$ cat src/hw/rtl/keyboard_scancode_queue_with_modifiers_assert.svh
// ----------------------------------------------------------------------------
// keyboard_scancode_queue_with_modifiers_assert.svh
// Assertion macros for the scancode queue.
// ----------------------------------------------------------------------------
`ifndef KEYBOARD_SCANCODE_QUEUE_WITH_MODIFIERS_ASSERT_SVH
`define KEYBOARD_SCANCODE_QUEUE_WITH_MODIFIERS_ASSERT_SVH

// same-cycle implication
`define KBQ_ASSERT_NOW(lbl, ante, cons) \
  lbl: assert property (@(posedge clk_i) disable iff (!rst_ni) (ante) |-> (cons)) \
    else $error("kbq: check failed");

// next-cycle implication
`define KBQ_ASSERT_NEXT(lbl, ante, cons) \
  lbl: assert property (@(posedge clk_i) disable iff (!rst_ni) (ante) |=> (cons)) \
    else $error("kbq: check failed");

`endif

$ cat src/hw/rtl/kbq_ram.sv
// ----------------------------------------------------------------------------
// kbq_ram
// Generic single-write, single-read RAM with registered read data.
// ----------------------------------------------------------------------------
`default_nettype none

module kbq_ram #(
  parameter int unsigned WIDTH = 8,
  parameter int unsigned DEPTH = 16
) (
  input  wire logic                                     clk_i,
  input  wire logic                                     we_i,
  input  wire logic [((DEPTH > 1) ? $clog2(DEPTH) : 1)-1:0] waddr_i,
  input  wire logic [WIDTH-1:0]                         wdata_i,
  input  wire logic                                     re_i,
  input  wire logic [((DEPTH > 1) ? $clog2(DEPTH) : 1)-1:0] raddr_i,
  output logic      [WIDTH-1:0]                         rdata_o
);

  logic [WIDTH-1:0] mem_q [DEPTH];

  always_ff @(posedge clk_i) begin
    if (we_i) begin
      mem_q[waddr_i] <= wdata_i;
    end
    if (re_i) begin
      rdata_o <= mem_q[raddr_i];
    end
  end

endmodule

`default_nettype wire

$ cat config.mk
export PLATFORM = sky130hd
export DESIGN_NAME = kbq_ram
export DESIGN_NICKNAME = d
export VERILOG_FILES = /design/src/hw/rtl/keyboard_scancode_queue_with_modifiers_assert.svh /design/src/hw/rtl/kbq_ram.sv
export SDC_FILE = /design/constraint.sdc
export NUM_CORES = 1
export LEC_CHECK = 0
export BUFFER_PORTS_ARGS = -buffer_cell sky130_fd_sc_hd__buf_2
export CAP_MARGIN = 20
export CORE_ASPECT_RATIO = 1.4
export CORE_UTILIZATION = 40
export CTS_CLUSTER_SIZE = 40
export DETAILED_ROUTE_END_ITERATION = 10
export SLEW_MARGIN = 40
export SYNTH_ARGS = -nofsm -noshare
export SYNTH_HDL_FRONTEND = slang
export SYNTH_SLANG_ARGS = --single-unit
$ cat constraint.sdc
create_clock -name clk_i -period 2.5 [get_ports clk_i]
set_clock_uncertainty 0.2 [all_clocks]
set_input_delay 0.125 -clock clk_i [delete_from_list [all_inputs] [get_ports clk_i]]
set_output_delay 0.125 -clock clk_i [all_outputs]
set_load 0.05 [all_outputs]
==> run_results.csv <==
group,metric,value,unit
run_status,status,"finished, final reports clean",
timing,finalSetupViolations,0,
grt,grt_overflow,0,
setup_path,r2r_slack,0.75,ns
drt,drc,0,
pwr,ir_drop,0.0003708,V
timing,slew_headroom,53.17,%
setup_path,r2r_cells,3,
setup_path,crit_start,"mem_q[0][3]",
logic_synthesis,ys_types,18,
drt,wire_per_inst,21.79,um
floorplan,core,12810,sq um
setup_path,r2r-start,"mem_q[0][3]",
final_layout,layout.area.seq,4084,sq um
logic_synthesis,ys_seq_area_share,78.12,%
clock_network,postCtsSetupRepairBufs,0,
setup_path,end_kind,"flip-flop",
job,timing.max_cap.violations,0,
placement,routabilityCongestion,0.6867,
logic_synthesis,ys_ff_latch,136,
final_layout,multi_input_area,1057,sq um
clock_network,ctsLongestPathBuffers,2,
drt,drt_iter0_drc,141,
floorplan,die_w,98.62,um
setup_path,setup.worst_path.start_class,"flip-flop",
placement,port_buffers,26,
setup_path,critical_path.max_fanout,1,
final_layout,finalNetCount,312,
clock_network,clock-sinks,136,
timing,drv_slew,0,
final_layout,fill_cells,1008,
drt,vias,2493,
drt,firstDrtPassIters,4,
grt,grtUsageTotal,16.28,%
drt,wirelength,9.981,mm
setup_path,r2r_end,"rdata_o[3]",
grt,antenna_found_initial,0,
grt,grt_pass1_vias,2529,
placement,hpwl,6.408,mm
setup_path,slowest_stage,"mux4_1",
grt,grt_pass1_wl,15.03,mm
timing,rsz0062_at_grt,"no",
setup_path,crit_chain,"mux4_1 -> a22oi_1 -> nand2_1",
hold_path,hold_class,"in -> reg",
clock_network,cts_tree,"done",
timing,worst_hold_slack,0.04425,ns
pwr,p_per_area,847.4,nW/um^2
floorplan,rows,49,
final_layout,area_delta_synth_final,20.58,%
setup_path,crit_type,"reg -> reg",
setup_path,crit_end,"rdata_o[3]",
logic_synthesis,syn_area,5228,sq um
setup_path,worstPathArrival,1.71,ns
timing,tns,0,ns
drt,ant_nets,0,
floorplan,start_util,40.80,%
setup_path,crit_required,2.45,ns
floorplan,ios,27,
floorplan,die_area,13540,sq um
clock_network,cts.repair.resized,0,
setup_path,max_stage_delay,0.51,ns
pwr,total_power,5.342,mW
clock_network,worstSkewPairLatency,0.41,ns
timing,fin_crit,1.754,ns
clock_network,htreeDepth,4,
timing,max_slew.worst_pin.slew,0.6999,ns
logic_synthesis,synth.net_count,248,
timing,fmax,0.5702,GHz
logic_synthesis,ys_warn_count,0,
final_layout,antenna_cells,0,
final_layout,layout-drive-gt1-share,28.85,%
timing,hold_violations,0,
timing,fin_crit_sh,70.15,%
logic_synthesis,synth.avg_cell_area,22.83,sq um
clock_network,cts_buffers,17,
clock_network,clkTransAtPathRegs,0.05,ns
floorplan,die_y,137.3,um
pwr,leakage,2.140,nW
logic_synthesis,synth_cells,229,
grt,grt_max_degree,33,
clock_network,cts_root_buf,"clkbuf_16",
drt,viasPerCell,5.443,
[logic make-up after synthesis]
family                 count (synthesis)  synth area share, %
multiplexers                          32                14.79
AND/OR/NAND/NOR                       35                3.136
AO/OA/AOI/OAI                         16                2.298
flip-flops                           136                78.12
buffers and inverters                 10                1.651
[registers in the layout, indices dropped and copies added (netlist names)]
signal   flops
mem_q      128
rdata_o      8
[worst max-delay path, delay by kind of cell (launching register included)]
family | cells | cell delay, ns
AO/OA/AOI/OAI | 1 | 0.34
flip-flops | 1 | 0.37
multiplexers | 1 | 0.51
AND/OR/NAND/NOR | 1 | 0.09
[layout by cell type (no fill, tap or decap), drive strengths merged, types with 2 or more instances in the layout]
master / instances
nor3: 4
buf: 46
nand3b: 2
nand2: 9
mux4: 32
a22oi: 16
edfxtp: 136
clkinv: 9
nand2b: 2
dlygate4sd3: 9
clkbuf: 17
bufinv: 4
nor2: 13
[worst min-delay path by stage]
stage                     startpoint           end  slack, ns  cells after the start
after global placement          re_i    rdata_o[0]       0.28                      1
after detailed placement        re_i    rdata_o[0]       0.28                      1
final                     waddr_i[1]  mem_q[11][0]       0.04                      3
after CTS                 waddr_i[1]  mem_q[11][0]       0.03                      3
after floorplan           wdata_i[0]   mem_q[0][0]       0.02                      0
after global routing      waddr_i[3]   mem_q[3][6]       0.08                      3
[synth_stat cells]
| cell type | n | area share [%] |
|---|---|---|
| buf_2 | 3 | 0.29 |
| buf_4 | 1 | 0.14 |
| or3b_2 | 1 | 0.17 |
| edfxtp_1 | 136 | 78 |
| nor2_1 | 13 | 0.93 |
| nor2b_1 | 1 | 0.12 |
| nand2b_1 | 2 | 0.24 |
| clkdlybuf4s25_2 | 3 | 0.57 |
| buf_6 | 3 | 0.65 |
| nand2_1 | 9 | 0.65 |
| a22oi_1 | 16 | 2.3 |
| and2_1 | 1 | 0.12 |
| nor3_1 | 4 | 0.38 |
| mux4_2 | 18 | 7.8 |
| and2b_1 | 1 | 0.14 |
| mux4_1 | 14 | 7.0 |
| nand3_1 | 1 | 0.096 |
| nand3b_1 | 2 | 0.29 |
[layer usage]
metal,GRT usage [%],vias to the layer above,wire length (um)
li1,-,1106,-
met1,20.07,1279,4164
met2,27.15,90,5138
met3,3.450,18,430
met4,8.706,0,248
met5,0,-,0
[power by group]
group	leakage [nW]	internal (mW)	switching, mW
clock network	0.283	1.63	0.850
registers	1.24	2.57	0.0110
logic	0.621	0.109	0.171
total	2.14	4.31	1.03
[repair_timing]
action	4_1_cts	5_1_grt
hold buffers	9	0
endpoints found under the hold margin	136	0
setup endpoints to repair	0	0
[per-stage QoR]
step	worst slack, ns	instance area [sq um]	util (%)	std cells
final	0.7462	6304	49.19	458
after global routing	0.6723	6304	49.19	458
after CTS	0.7252	6304	49.19	458
after detailed placement	0.4064	5625	43.90	418
after global placement	0.3914	5625	43.90	418
after floorplan	0.6821	5228	-	229
[cell type report]
cell class                 instances  share of cell area (%)
tap                              153                   3.037
multi-input combinational         83                   16.77
clock inverter                    14                   2.580
clock buffer                      17                   6.749
timing repair buffer              55                   6.074
sequential                       136                   64.79
No activity file was read; power rests on OpenSTA's default activity.
