### config.mk
export PLATFORM = sky130hd
export DESIGN_NAME = kbq_keymap
export DESIGN_NICKNAME = d
export VERILOG_FILES = /design/src/hw/rtl/keyboard_scancode_queue_with_modifiers_assert.svh /design/src/hw/rtl/kbq_pkg.sv /design/src/hw/rtl/kbq_keymap.sv
export SDC_FILE = /design/constraint.sdc
export NUM_CORES = 1
export LEC_CHECK = 0
export ABC_AREA = 1
export ABC_CLOCK_PERIOD_IN_PS = 2100
export BUFFER_PORTS_ARGS = -buffer_cell sky130_fd_sc_hd__buf_2
export CAP_MARGIN = 40
export CELL_PAD_IN_SITES_DETAIL_PLACEMENT = 0
export CELL_PAD_IN_SITES_GLOBAL_PLACEMENT = 1
export CORE_ASPECT_RATIO = 1.5
export CORE_MARGIN = 2
export CORE_UTILIZATION = 35
export DETAILED_ROUTE_END_ITERATION = 7
export PLACE_DENSITY_LB_ADDON = 0.08
export SYNTH_ARGS = -nofsm -noshare
export SYNTH_HDL_FRONTEND = slang
export SYNTH_SLANG_ARGS = --single-unit
### constraint.sdc
create_clock -name vclk -period 2.1
set_input_delay 0.105 -clock vclk [all_inputs]
set_output_delay 0.105 -clock vclk [all_outputs]
set_load 0.05 [all_outputs]
### src/hw/rtl/keyboard_scancode_queue_with_modifiers_assert.svh
// ----------------------------------------------------------------------------
// keyboard_scancode_queue_with_modifiers_assert.svh
// Assertion macros for the scancode queue.
// ----------------------------------------------------------------------------
`ifndef KEYBOARD_SCANCODE_QUEUE_WITH_MODIFIERS_ASSERT_SVH
`define KEYBOARD_SCANCODE_QUEUE_WITH_MODIFIERS_ASSERT_SVH

// same-cycle implication
`define KBQ_ASSERT_NOW(lbl, ante, cons) \
  lbl: assert property (@(posedge clk_i) disable iff (!rst_ni) (ante) |-> (cons)) \
    else $error("kbq: check failed");

// next-cycle implication
`define KBQ_ASSERT_NEXT(lbl, ante, cons) \
  lbl: assert property (@(posedge clk_i) disable iff (!rst_ni) (ante) |=> (cons)) \
    else $error("kbq: check failed");

`endif

### src/hw/rtl/kbq_pkg.sv
// ----------------------------------------------------------------------------
// kbq_pkg
// Types, constants and keymap tables for the scancode queue.
// ----------------------------------------------------------------------------
`default_nettype none

package kbq_pkg;

  localparam int unsigned QUEUE_DEPTH = 2048;
  localparam int unsigned PTR_W       = (QUEUE_DEPTH > 1) ? $clog2(QUEUE_DEPTH) : 1;
  localparam int unsigned TABLE_LEN   = 58;
  localparam int unsigned ENTRY_W     = 11;

  typedef enum logic [1:0] {
    CMD_FEED = 2'd0,
    CMD_POP  = 2'd1,
    CMD_TAKE = 2'd2
  } cmd_e;

  localparam logic [7:0] SC_ESC        = 8'h01;
  localparam logic [7:0] SC_LSHIFT     = 8'h2A;
  localparam logic [7:0] SC_RSHIFT     = 8'h36;
  localparam logic [7:0] SC_LSHIFT_REL = 8'hAA;
  localparam logic [7:0] SC_RSHIFT_REL = 8'hB6;
  localparam logic [7:0] SC_CAPS       = 8'h3A;
  localparam logic [7:0] SC_CTRL       = 8'h1D;
  localparam logic [7:0] SC_CTRL_REL   = 8'h9D;
  localparam logic [7:0] SC_ALT        = 8'h38;
  localparam logic [7:0] SC_ALT_REL    = 8'hB8;

  typedef struct packed {
    logic [1:0] command;
    logic [7:0] data_byte;
  } in_t;

  typedef struct packed {
    logic [7:0] popped_code;
    logic [2:0] popped_mods;
    logic [6:0] key_char;
    logic       entry_valid;
    logic       escape_seen;
    logic       byte_dropped;
  } out_t;

  function automatic logic [6:0] plain_char(input logic [5:0] idx);
    logic [6:0] c;
    case (idx)
      6'd1:  c = 7'h1B;  6'd2:  c = 7'h31;  6'd3:  c = 7'h32;  6'd4:  c = 7'h33;
      6'd5:  c = 7'h34;  6'd6:  c = 7'h35;  6'd7:  c = 7'h36;  6'd8:  c = 7'h37;
      6'd9:  c = 7'h38;  6'd10: c = 7'h39;  6'd11: c = 7'h30;  6'd12: c = 7'h2D;
      6'd13: c = 7'h3D;  6'd14: c = 7'h08;  6'd15: c = 7'h09;  6'd16: c = 7'h71;
      6'd17: c = 7'h77;  6'd18: c = 7'h65;  6'd19: c = 7'h72;  6'd20: c = 7'h74;
      6'd21: c = 7'h79;  6'd22: c = 7'h75;  6'd23: c = 7'h69;  6'd24: c = 7'h6F;
      6'd25: c = 7'h70;  6'd26: c = 7'h5B;  6'd27: c = 7'h5D;  6'd28: c = 7'h0A;
      6'd30: c = 7'h61;  6'd31: c = 7'h73;  6'd32: c = 7'h64;  6'd33: c = 7'h66;
      6'd34: c = 7'h67;  6'd35: c = 7'h68;  6'd36: c = 7'h6A;  6'd37: c = 7'h6B;
      6'd38: c = 7'h6C;  6'd39: c = 7'h3B;  6'd40: c = 7'h27;  6'd41: c = 7'h60;
      6'd43: c = 7'h5C;  6'd44: c = 7'h7A;  6'd45: c = 7'h78;  6'd46: c = 7'h63;
      6'd47: c = 7'h76;  6'd48: c = 7'h62;  6'd49: c = 7'h6E;  6'd50: c = 7'h6D;
      6'd51: c = 7'h2C;  6'd52: c = 7'h2E;  6'd53: c = 7'h2F;  6'd55: c = 7'h2A;
      6'd57: c = 7'h20;
      default: c = 7'h00;
    endcase
    return c;
  endfunction

  function automatic logic [6:0] shifted_char(input logic [5:0] idx);
    logic [6:0] c;
    case (idx)
      6'd1:  c = 7'h1B;  6'd2:  c = 7'h21;  6'd3:  c = 7'h40;  6'd4:  c = 7'h23;
      6'd5:  c = 7'h24;  6'd6:  c = 7'h25;  6'd7:  c = 7'h5E;  6'd8:  c = 7'h26;
      6'd9:  c = 7'h2A;  6'd10: c = 7'h28;  6'd11: c = 7'h29;  6'd12: c = 7'h5F;
      6'd13: c = 7'h2B;  6'd14: c = 7'h08;  6'd15: c = 7'h09;  6'd16: c = 7'h51;
      6'd17: c = 7'h57;  6'd18: c = 7'h45;  6'd19: c = 7'h52;  6'd20: c = 7'h54;
      6'd21: c = 7'h59;  6'd22: c = 7'h55;  6'd23: c = 7'h49;  6'd24: c = 7'h4F;
      6'd25: c = 7'h50;  6'd26: c = 7'h7B;  6'd27: c = 7'h7D;  6'd28: c = 7'h0A;
      6'd30: c = 7'h41;  6'd31: c = 7'h53;  6'd32: c = 7'h44;  6'd33: c = 7'h46;
      6'd34: c = 7'h47;  6'd35: c = 7'h48;  6'd36: c = 7'h4A;  6'd37: c = 7'h4B;
      6'd38: c = 7'h4C;  6'd39: c = 7'h3A;  6'd40: c = 7'h22;  6'd41: c = 7'h7E;
      6'd43: c = 7'h7C;  6'd44: c = 7'h5A;  6'd45: c = 7'h58;  6'd46: c = 7'h43;
      6'd47: c = 7'h56;  6'd48: c = 7'h42;  6'd49: c = 7'h4E;  6'd50: c = 7'h4D;
      6'd51: c = 7'h3C;  6'd52: c = 7'h3E;  6'd53: c = 7'h3F;  6'd55: c = 7'h2A;
      6'd57: c = 7'h20;
      default: c = 7'h00;
    endcase
    return c;
  endfunction

endpackage

`default_nettype wire

### src/hw/rtl/kbq_keymap.sv
// ----------------------------------------------------------------------------
// kbq_keymap
// Resolves a set-1 scancode to ASCII from the plain and shifted tables.
// ----------------------------------------------------------------------------
`default_nettype none

module kbq_keymap (
  input  wire logic [7:0] code_i,
  input  wire logic       shift_i,
  input  wire logic       caps_i,
  output logic      [6:0] char_o
);

  logic [6:0] lo;
  logic [6:0] hi;
  logic       letter;
  logic       upper;

  always_comb begin
    lo     = kbq_pkg::plain_char(code_i[5:0]);
    hi     = kbq_pkg::shifted_char(code_i[5:0]);
    letter = lo inside {[7'h61:7'h7A]};
    upper  = shift_i ^ (letter & caps_i);
    if (code_i >= 8'(kbq_pkg::TABLE_LEN)) begin
      char_o = 7'h00;
    end else begin
      char_o = upper ? hi : lo;
    end
  end

endmodule

`default_nettype wire
==> results of run 1 <==
[layout by cell type (no fill, tap or decap), types with 6 or more instances in the layout]
cell	n
nor2_1	21
nand3_1	20
a21oi_1	14
nor2_4	8
nand3_2	9
inv_1	14
buf_4	69
ha_4	6
nand2_1	85
nand2_2	20
buf_6	9
nor2_2	12
buf_2	8
o21ai_0	6
[kinds of logic (layout without fill, tap and decap cells)]
group	Yosys count	in the layout	synth area share, %
compound gates	42	42	17.4
fa+ha+maj	12	12	10.7
buf+inv	37	116	13.4
simple gates	191	191	58.5
[repair_timing]
item | CTS | global route
setup buffers | 15 | 3
pin swaps | 28 | 27
gates cloned | 0 | 0
setup endpoints to repair | 7 | 7
hold buffers | 0 | 0
resized for setup | 91 | 31
[critical path, delay by kind of cell]
kind / cells / cell delay, ps
AOI/OAI and AO/OA: 2 / 300
adders and majority gates: 1 / 280
buffers and inverters: 4 / 340
and+or+nand+nor: 9 / 970
[power groups by stage]
| stage | sequential, W | combinational [W] | clock [W] |
|---|---|---|---|
| 2_1_floorplan | 0 | 0.000301 | 0 |
| 3_3_place_gp | 0 | 0.000490 | 0 |
| 3_5_place_dp | 0 | 0.000489 | 0 |
| 4_1_cts | 0 | 0.000621 | 0 |
| 5_1_grt | 0 | 0.000731 | 0 |
| 6_report | 0 | 0.000673 | 0 |
[routing by layer]
layer,global-route usage (%),up-vias
met5,0,-
met3,0.157,20
met2,56.7,65
met1,27.2,979
met4,10.7,0
li1,-,1081
[per-stage QoR]
step                hold slack [ps]  cell area [um2]
detailed placement              638             1930
finish                          592             2530
CTS                             620             2380
global route                    622             2530
global placement                637             1930
floorplan                       426             1430
[final timing paths]
| path | startpoint | endpoint | depth (start not counted) |
|---|---|---|---|
| hold / removal | code_i[6] | char_o[6] | 5 |
| setup / recovery | code_i[1] | char_o[1] | 16 |
[cell type report]
class / instances / area, um2
Multi-Input combinational cell: 245 / 1590
Fill cell: 371 / 1360
Timing Repair Buffer: 92 / 774
Inverter: 24 / 111
Tap cell: 45 / 56.3
==> run_results.csv, run 1 <==
group,metric,value,unit
sta,slew_viol_final,0,
drt,ant_nets,0,
sta,hold_violations,0,
drt,post_drt_wl_per_cell,14.6,um
die,die_h,81.5,um
critical_path,worst_ep_arrival_time,2020,ps
grt,grt_first_pass_wirelength,9720,um
die,rows,28,
critical_path,crit_chain,"buf_12, inv_6, ha_4, inv_2, nand2_4, a21oi_1, o21ai_1, nand2_4, nor2_4, nand3_4, nand3_4, nand2_4, nand2_2, nor2_1, nor2_2, buf_6",
power,power_frac_seq,0,%
synth,ys_seq_area_share,0,%
sta,fmaxAchievable,0.470,GHz
power,switchingPower,0.000376,W
cells_and_area,clkbuf_count,0,
drt,drt-total-wl,5940,um
grt,antenna_found_initial,0,
drt,highest_layer,"met4",
synth,synthMostInstantiatedCell,"nand2_1",
grt,grt_max_degree,20,
cells_and_area,nNetsFinal,385,
drt,wl_met1,2300,um
drt,dr_wl_met2,3260,um
synth,synthCells,282,
critical_path,crit_type,"primary input to output port",
placement,hpwl,4560,um
power,clkPwrFrac,0,%
synth,synth_area_leaders,"nand2_1 28%, ha_1 11%, nand3_1 11%",
power,p_total,0.000673,W
synth,ys_top_cells_by_count,"105 x nand2_1, 40 x nor2_1, 30 x nand3_1",
sta,finalCriticalPeriod,2130,ps
grt,overflow,0,
sta,setup_ws,-29.5,ps
cells_and_area,diodes,0,
sta,finalSetupTns,-80.5,ps
status,outcome,"finished, violations left",
drt,first_iter_violations,103,
critical_path,crit_fanout,5,
die,initial_core_util,36.1,%
sta,relSlewSlack,65.5,%
drt,avgViaCountPerCell,5.28,
critical_path,crit_required,2000,ps
drt,routed-wl-met3,160,um
critical_path,critPathMaxStageDelay,280,ps
cells_and_area,area_growth,80.5,%
die,die_w,55.7,um
cells_and_area,drive_gt1_share,49.3,%
power,peakVddDrop,153,uV
sta,worst_pin_slew,512,ps
power,p_int,0.000297,W
critical_path,cp-start-kind,"primary input",
flow_run,maxCapViolCount,0,
sta,rsz0062_at_grt,"true",
sta,setup_viol,5,
grt,grt_pass1_vias,2188,
cells_and_area,fin_cells,406,
hold_path,hold_class,"primary input to output port",
drt,num_vias,2145,
critical_path,endpoint_kind,"output port",
synth,yosysUniqueCellTypes,30,
drt,drc_errors,0,
critical_path,cp_slowest_cell,"ha_4",
die,core_area,0.00389,mm2
synth,yosysWarnings,0,
power,p_comb_share,100.0,%
cells_and_area,register_area,0,um2
placement,routabilityCongestion,0.874,
synth,synth_top_area_cell,"nand2_1",
cells_and_area,seq_cell_count,0,
status,violations,"negative setup slack",
power,power_density,266,mW/mm2
power,switching_share,55.9,%
power,leakage,1.25,nW
grt,grtUsageTotal,26.7,%
synth,syn_avg_cell_area,4.97,um2
die,dieArea,0.00454,mm2
drt,drt-pass1-iter-count,4,
placement,dp_cells,388,
placement,place_ws,-394,ps
synth,synth_top_area_share,28.1,%
die,io_pins,17,
sta,period_share,101,%
synth,synth_nets,304,
critical_path,cpMostUsedCell,"nand2_4",
synth,syn-cell-area,0.00140,mm2
placement,port-buffer-count,17,
cells_and_area,utilization,65.1,%
(Power assumes the default switching activity.)
==> run 2, diff against run 1 <==
- ABC_CLOCK_PERIOD_IN_PS: 2100 -> 1900
- clock period: 2.1 -> 1.9 ns (I/O delays scaled with it)
==> run 2 against run 1 <==
Compared with the run above: the flow still finishes with violations (negative setup slack); total power is 0.60% higher; global-route usage is 1.2 points higher; via count is 1.7% lower; routed wire length is 0.54% higher; worst hold slack better by 71 ps; highest routed layer unchanged; flip-flop and latch count stayed put; largest power group unchanged; non-clock buffer count is 1 higher; combinational power is 0.6% higher; setup slack worse by 340 ps; critical path depth is 1 higher.
==> run_results.csv, run 2 (synthesis gave the netlist of run 1 again) <==
group,metric,value,unit
critical_path,path_buf_inv,3,
die,initial_core_util,36.1,%
flow_run,maxCapViolCount,0,
critical_path,worst_ep_arrival_time,2180,ps
critical_path,cpMostUsedCell,"nand2_1",
placement,routabilityCongestion,0.944,
sta,relSlewSlack,74.6,%
grt,grt_max_degree,17,
cells_and_area,final_cell_area,0.00231,mm2
drt,drt-pass1-iter-count,4,
sta,fmaxAchievable,0.440,GHz
cells_and_area,area_growth,64.8,%
cells_and_area,register_area,0,um2
cells_and_area,drive_gt1_share,39.8,%
sta,period_share,120,%
critical_path,crit_chain,"buf_8, clkinvlp_4, ha_2, nand2_1, o21ai_1, nor2_1, nand2_1, nand2_1, nand2_1, nor2_2, nand3_4, nand3_4, nand2_4, nand3_1, nand2_1, nor2_4, buf_6",
placement,hpwl,4890,um
sta,slew_viol_final,0,
die,rows,28,
cells_and_area,clkbuf_count,0,
drt,first_iter_violations,96,
critical_path,cp_slowest_cell,"ha_2",
grt,grt_first_pass_wirelength,10000,um
cells_and_area,layout_commonest_cell,"nand2_1",
cells_and_area,nFillCells,419,
sta,hold_violations,0,
drt,num_vias,2109,
drt,drt-total-wl,5970,um
power,leakage,1.20,nW
grt,antenna_found_initial,0,
drt,wl_met1,2310,um
status,outcome,"finished, violations left",
grt,overflow,0,
critical_path,critPathMaxStageDelay,230,ps
critical_path,crit_required,1800,ps
cells_and_area,diodes,0,
power,peakVddDrop,169,uV
grt,grtUsageTotal,27.9,%
placement,port-buffer-count,17,
critical_path,cp-start-kind,"primary input",
hold_path,hold_class,"primary input to output port",
sta,setup_viol,7,
die,die_w,55.7,um
die,core_area,0.00389,mm2
drt,avgViaCountPerCell,5.18,
placement,placed_area,0.00209,mm2
critical_path,crit_type,"primary input to output port",
cells_and_area,final_cell_mix,"98 x nand2_1, 72 x buf_4, 28 x nand3_1, 25 x nor2_1, 16 x inv_1",
cells_and_area,utilization,59.4,%
clock_network,cts_hold_buf,0,
status,violations,"negative setup slack",
critical_path,crit_family,"simple AND/OR/NAND/NOR gates",
drt,dr_wl_met2,3180,um
drt,ant_nets,0,
drt,routed-wl-met3,124,um
drt,highest_layer,"met4",
drt,drc_errors,0,
critical_path,crit_fanout,7,
die,die_h,81.5,um
grt,grt_pass1_vias,2100,
sta,rsz0062_at_grt,"true",
critical_path,endpoint_kind,"output port",
sta,finalCriticalPeriod,2270,ps
die,io_pins,17,
sta,setup_ws,-371,ps
cells_and_area,nNetsFinal,386,
drt,post_drt_wl_per_cell,14.7,um
die,dieArea,0.00454,mm2
sta,worst_pin_slew,377,ps
power,power_density,293,mW/mm2
cells_and_area,seq_cell_count,0,
## run 2: layout make-up
class | instances | area (um2) | area share [%]
well taps | 45 | 56.3 | 2.44
inverters | 24 | 95.1 | 4.11
multi-input cells | 245 | 1410 | 61.2
repair buffers | 93 | 746 | 32.3
## run 2: per-layer routing
layer  up-vias  global-route usage (%)
met3        22                   0.157
met2        56                    56.0
li1       1079                       -
met4         0                    13.4
met1       952                    30.0
met5         -                       0
## run 2: stage by stage
stage          setup slack, ps  hold WS, ps  setup TNS (ps)  instances  power, W
2_1_floorplan            -19.0          410           -28.0        282  0.000353
3_3_place_gp              -562          716           -3560        403  0.000590
3_5_place_dp              -607          716           -3870        403  0.000590
4_1_cts                   -350          663           -2320        406  0.000668
5_1_grt                   -592          685           -3960        407  0.000741
6_report                  -371          662           -2460        407  0.000677
## run 2: path summary, 6_finish.rpt
| check | from | endpoint | cells after the start |
|---|---|---|---|
| min | code_i[6] | char_o[6] | 6 |
| max | code_i[1] | char_o[1] | 17 |
## run 2: timing repair
item / 4_1_cts / 5_1_grt
endpoints found under the setup margin: 7 / 7
pin swaps: 16 / 1
resized for setup: 50 / 1
setup buffers: 4 / 1
## run 2: tightest hold or removal path: stages
cell and delay (ps):
buf_2 80, nor2_1 30, nand2_1 70, buf_4 120
nor2_4 30, buf_6 140
## run 2: where the power goes
group	internal (W)	total (W)	switching, W
clock	0	0	0
combinational	0.000292	0.000677	0.000385
sequential	0	0	0
==> run 3, diff against run 2 <==
- SETUP_SLACK_MARGIN: default -> 0.15
==> run 3 against run 2 <==
Compared with the run above: the flow still finishes with violations (negative setup slack); critical endpoint is now char_o[2]; global-route usage fell by 0.72 points; setup slack gained 13 ps; largest power group unchanged; largest cell class unchanged; die area did not move; utilization increased by 2.6 points.
==> run_results.csv, run 3 (synthesis gave the netlist of run 1 again) <==
group,metric,value,unit
critical_path,cpMostUsedCell,"nand2_4",
sta,fmaxAchievable,0.443,GHz
power,peakVddDrop,194,uV
status,violations,"negative setup slack",
cells_and_area,fin_cells,402,
cells_and_area,seq_cell_count,0,
grt,grtUsageTotal,27.1,%
power,power_density,295,mW/mm2
drt,drc_errors,0,
placement,port-buffer-count,17,
sta,period_share,119,%
grt,grt_max_degree,19,
cells_and_area,drive_gt1_share,47.1,%
critical_path,path_buf_inv,5,
power,p_comb_share,100.0,%
sta,finalSetupTns,-2420,ps
grt,overflow,0,
sta,worst_pin_slew,447,ps
power,p_int,0.000300,W
cells_and_area,final_cell_mix,"81 x nand2_1, 67 x buf_4, 23 x nor2_1, 23 x nand2_2, 20 x nand3_1",
critical_path,crit_chain,"buf_8, clkinvlp_4, ha_4, inv_2, nand2_4, a21oi_1, o21ai_2, nand2_4, inv_4, nand2_2, nand3_4, nand4_4, nand2_4, nor2_2, nor2_4, buf_6",
drt,first_iter_violations,101,
critical_path,cp_slowest_cell,"ha_4",
power,switching_share,58.0,%
sta,setup_ws,-358,ps
drt,drt-total-wl,5860,um
grt,grt_first_pass_wirelength,9910,um
drt,ant_nets,0,
power,leakage,1.21,nW
cells_and_area,nNetsFinal,381,
power,clkPwrFrac,0,%
die,die_h,81.5,um
sta,slew_viol_final,0,
die,die_w,55.7,um
grt,antenna_found_initial,0,
critical_path,cp-start-kind,"primary input",
drt,num_vias,2106,
critical_path,crit_fanout,7,
status,outcome,"finished, violations left",
critical_path,crit_type,"primary input to output port",
sta,setup_viol,7,
drt,avgViaCountPerCell,5.24,
cells_and_area,register_area,0,um2
sta,rsz0062_at_grt,"true",
critical_path,worst_ep_arrival_time,2160,ps
power,power_frac_seq,0,%
cells_and_area,clkbuf_count,0,
sta,relSlewSlack,69.8,%
die,rows,28,
cells_and_area,diodes,0,
cells_and_area,multi_input_area,0.00155,mm2
flow_run,maxCapViolCount,0,
hold_path,hold_class,"primary input to output port",
drt,drt-pass1-iter-count,4,
die,initial_core_util,36.1,%
cells_and_area,layout_commonest_cell,"nand2_1",
critical_path,endpoint_kind,"output port",
drt,post_drt_wl_per_cell,14.6,um
grt,grt_pass1_vias,2150,
placement,hpwl,4750,um
sta,hold_violations,0,
critical_path,crit_required,1800,ps
critical_path,crit_family,"simple AND/OR/NAND/NOR gates",
sta,finalCriticalPeriod,2260,ps
cells_and_area,nFillCells,402,
critical_path,critPathMaxStageDelay,360,ps
die,dieArea,0.00454,mm2
placement,dp_cells,397,
cells_and_area,area_growth,72.0,%
power,switchingPower,0.000413,W
die,io_pins,17,
clock_network,cts_hold_buf,0,
die,core_area,0.00389,mm2
placement,routabilityCongestion,0.970,
-- run 3: per-layer routing --
layer / vias up / global-route usage [%] / routed length (um)
li1: 1064 / - / -
met1: 948 / 29.4 / 2200
met2: 79 / 55.6 / 3200
met3: 15 / 0.945 / 267
met4: 0 / 9.02 / 199
met5: - / 0 / 0
-- run 3: repair_timing --
action | CTS | global route
setup buffers | 5 | 0
hold endpoints to repair | 0 | 0
pin swaps | 20 | 17
resized for setup | 71 | 16
setup endpoints to repair | 7 | 7
cloned | 0 | 0
-- run 3: worst paths after layout --
path                  startpoint        end  slack [ps]  depth (start not counted)
worst max-delay path   code_i[1]  char_o[2]        -360                         16
worst min-delay path   code_i[6]  char_o[6]         670                          6
-- run 3: per-stage QoR --
stage | utilization (%) | hold WS (ps) | cell area, um2 | power (W) | worst slack [ps]
3_5_place_dp | 52.6 | 706 | 2050 | 0.000570 | -543
5_1_grt | 62.0 | 714 | 2410 | 0.000774 | -506
3_3_place_gp | 52.6 | 700 | 2050 | 0.000574 | -530
2_1_floorplan | - | 406 | 1480 | 0.000353 | -19.0
6_report | 62.0 | 668 | 2410 | 0.000713 | -358
4_1_cts | 60.5 | 659 | 2350 | 0.000681 | -335
-- run 3: cell type report --
type	count	area share, %
multi-input combinational	245	64.3
timing repair buffer	88	29.4
tap	45	2.33
inverter	24	3.99
-- run 3: power groups by stage --
stage / Sequential [W] / Clock, W / Combinational, W
2_1_floorplan: 0 / 0 / 0.000353
3_3_place_gp: 0 / 0 / 0.000574
3_5_place_dp: 0 / 0 / 0.000570
4_1_cts: 0 / 0 / 0.000681
5_1_grt: 0 / 0 / 0.000774
6_report: 0 / 0 / 0.000713
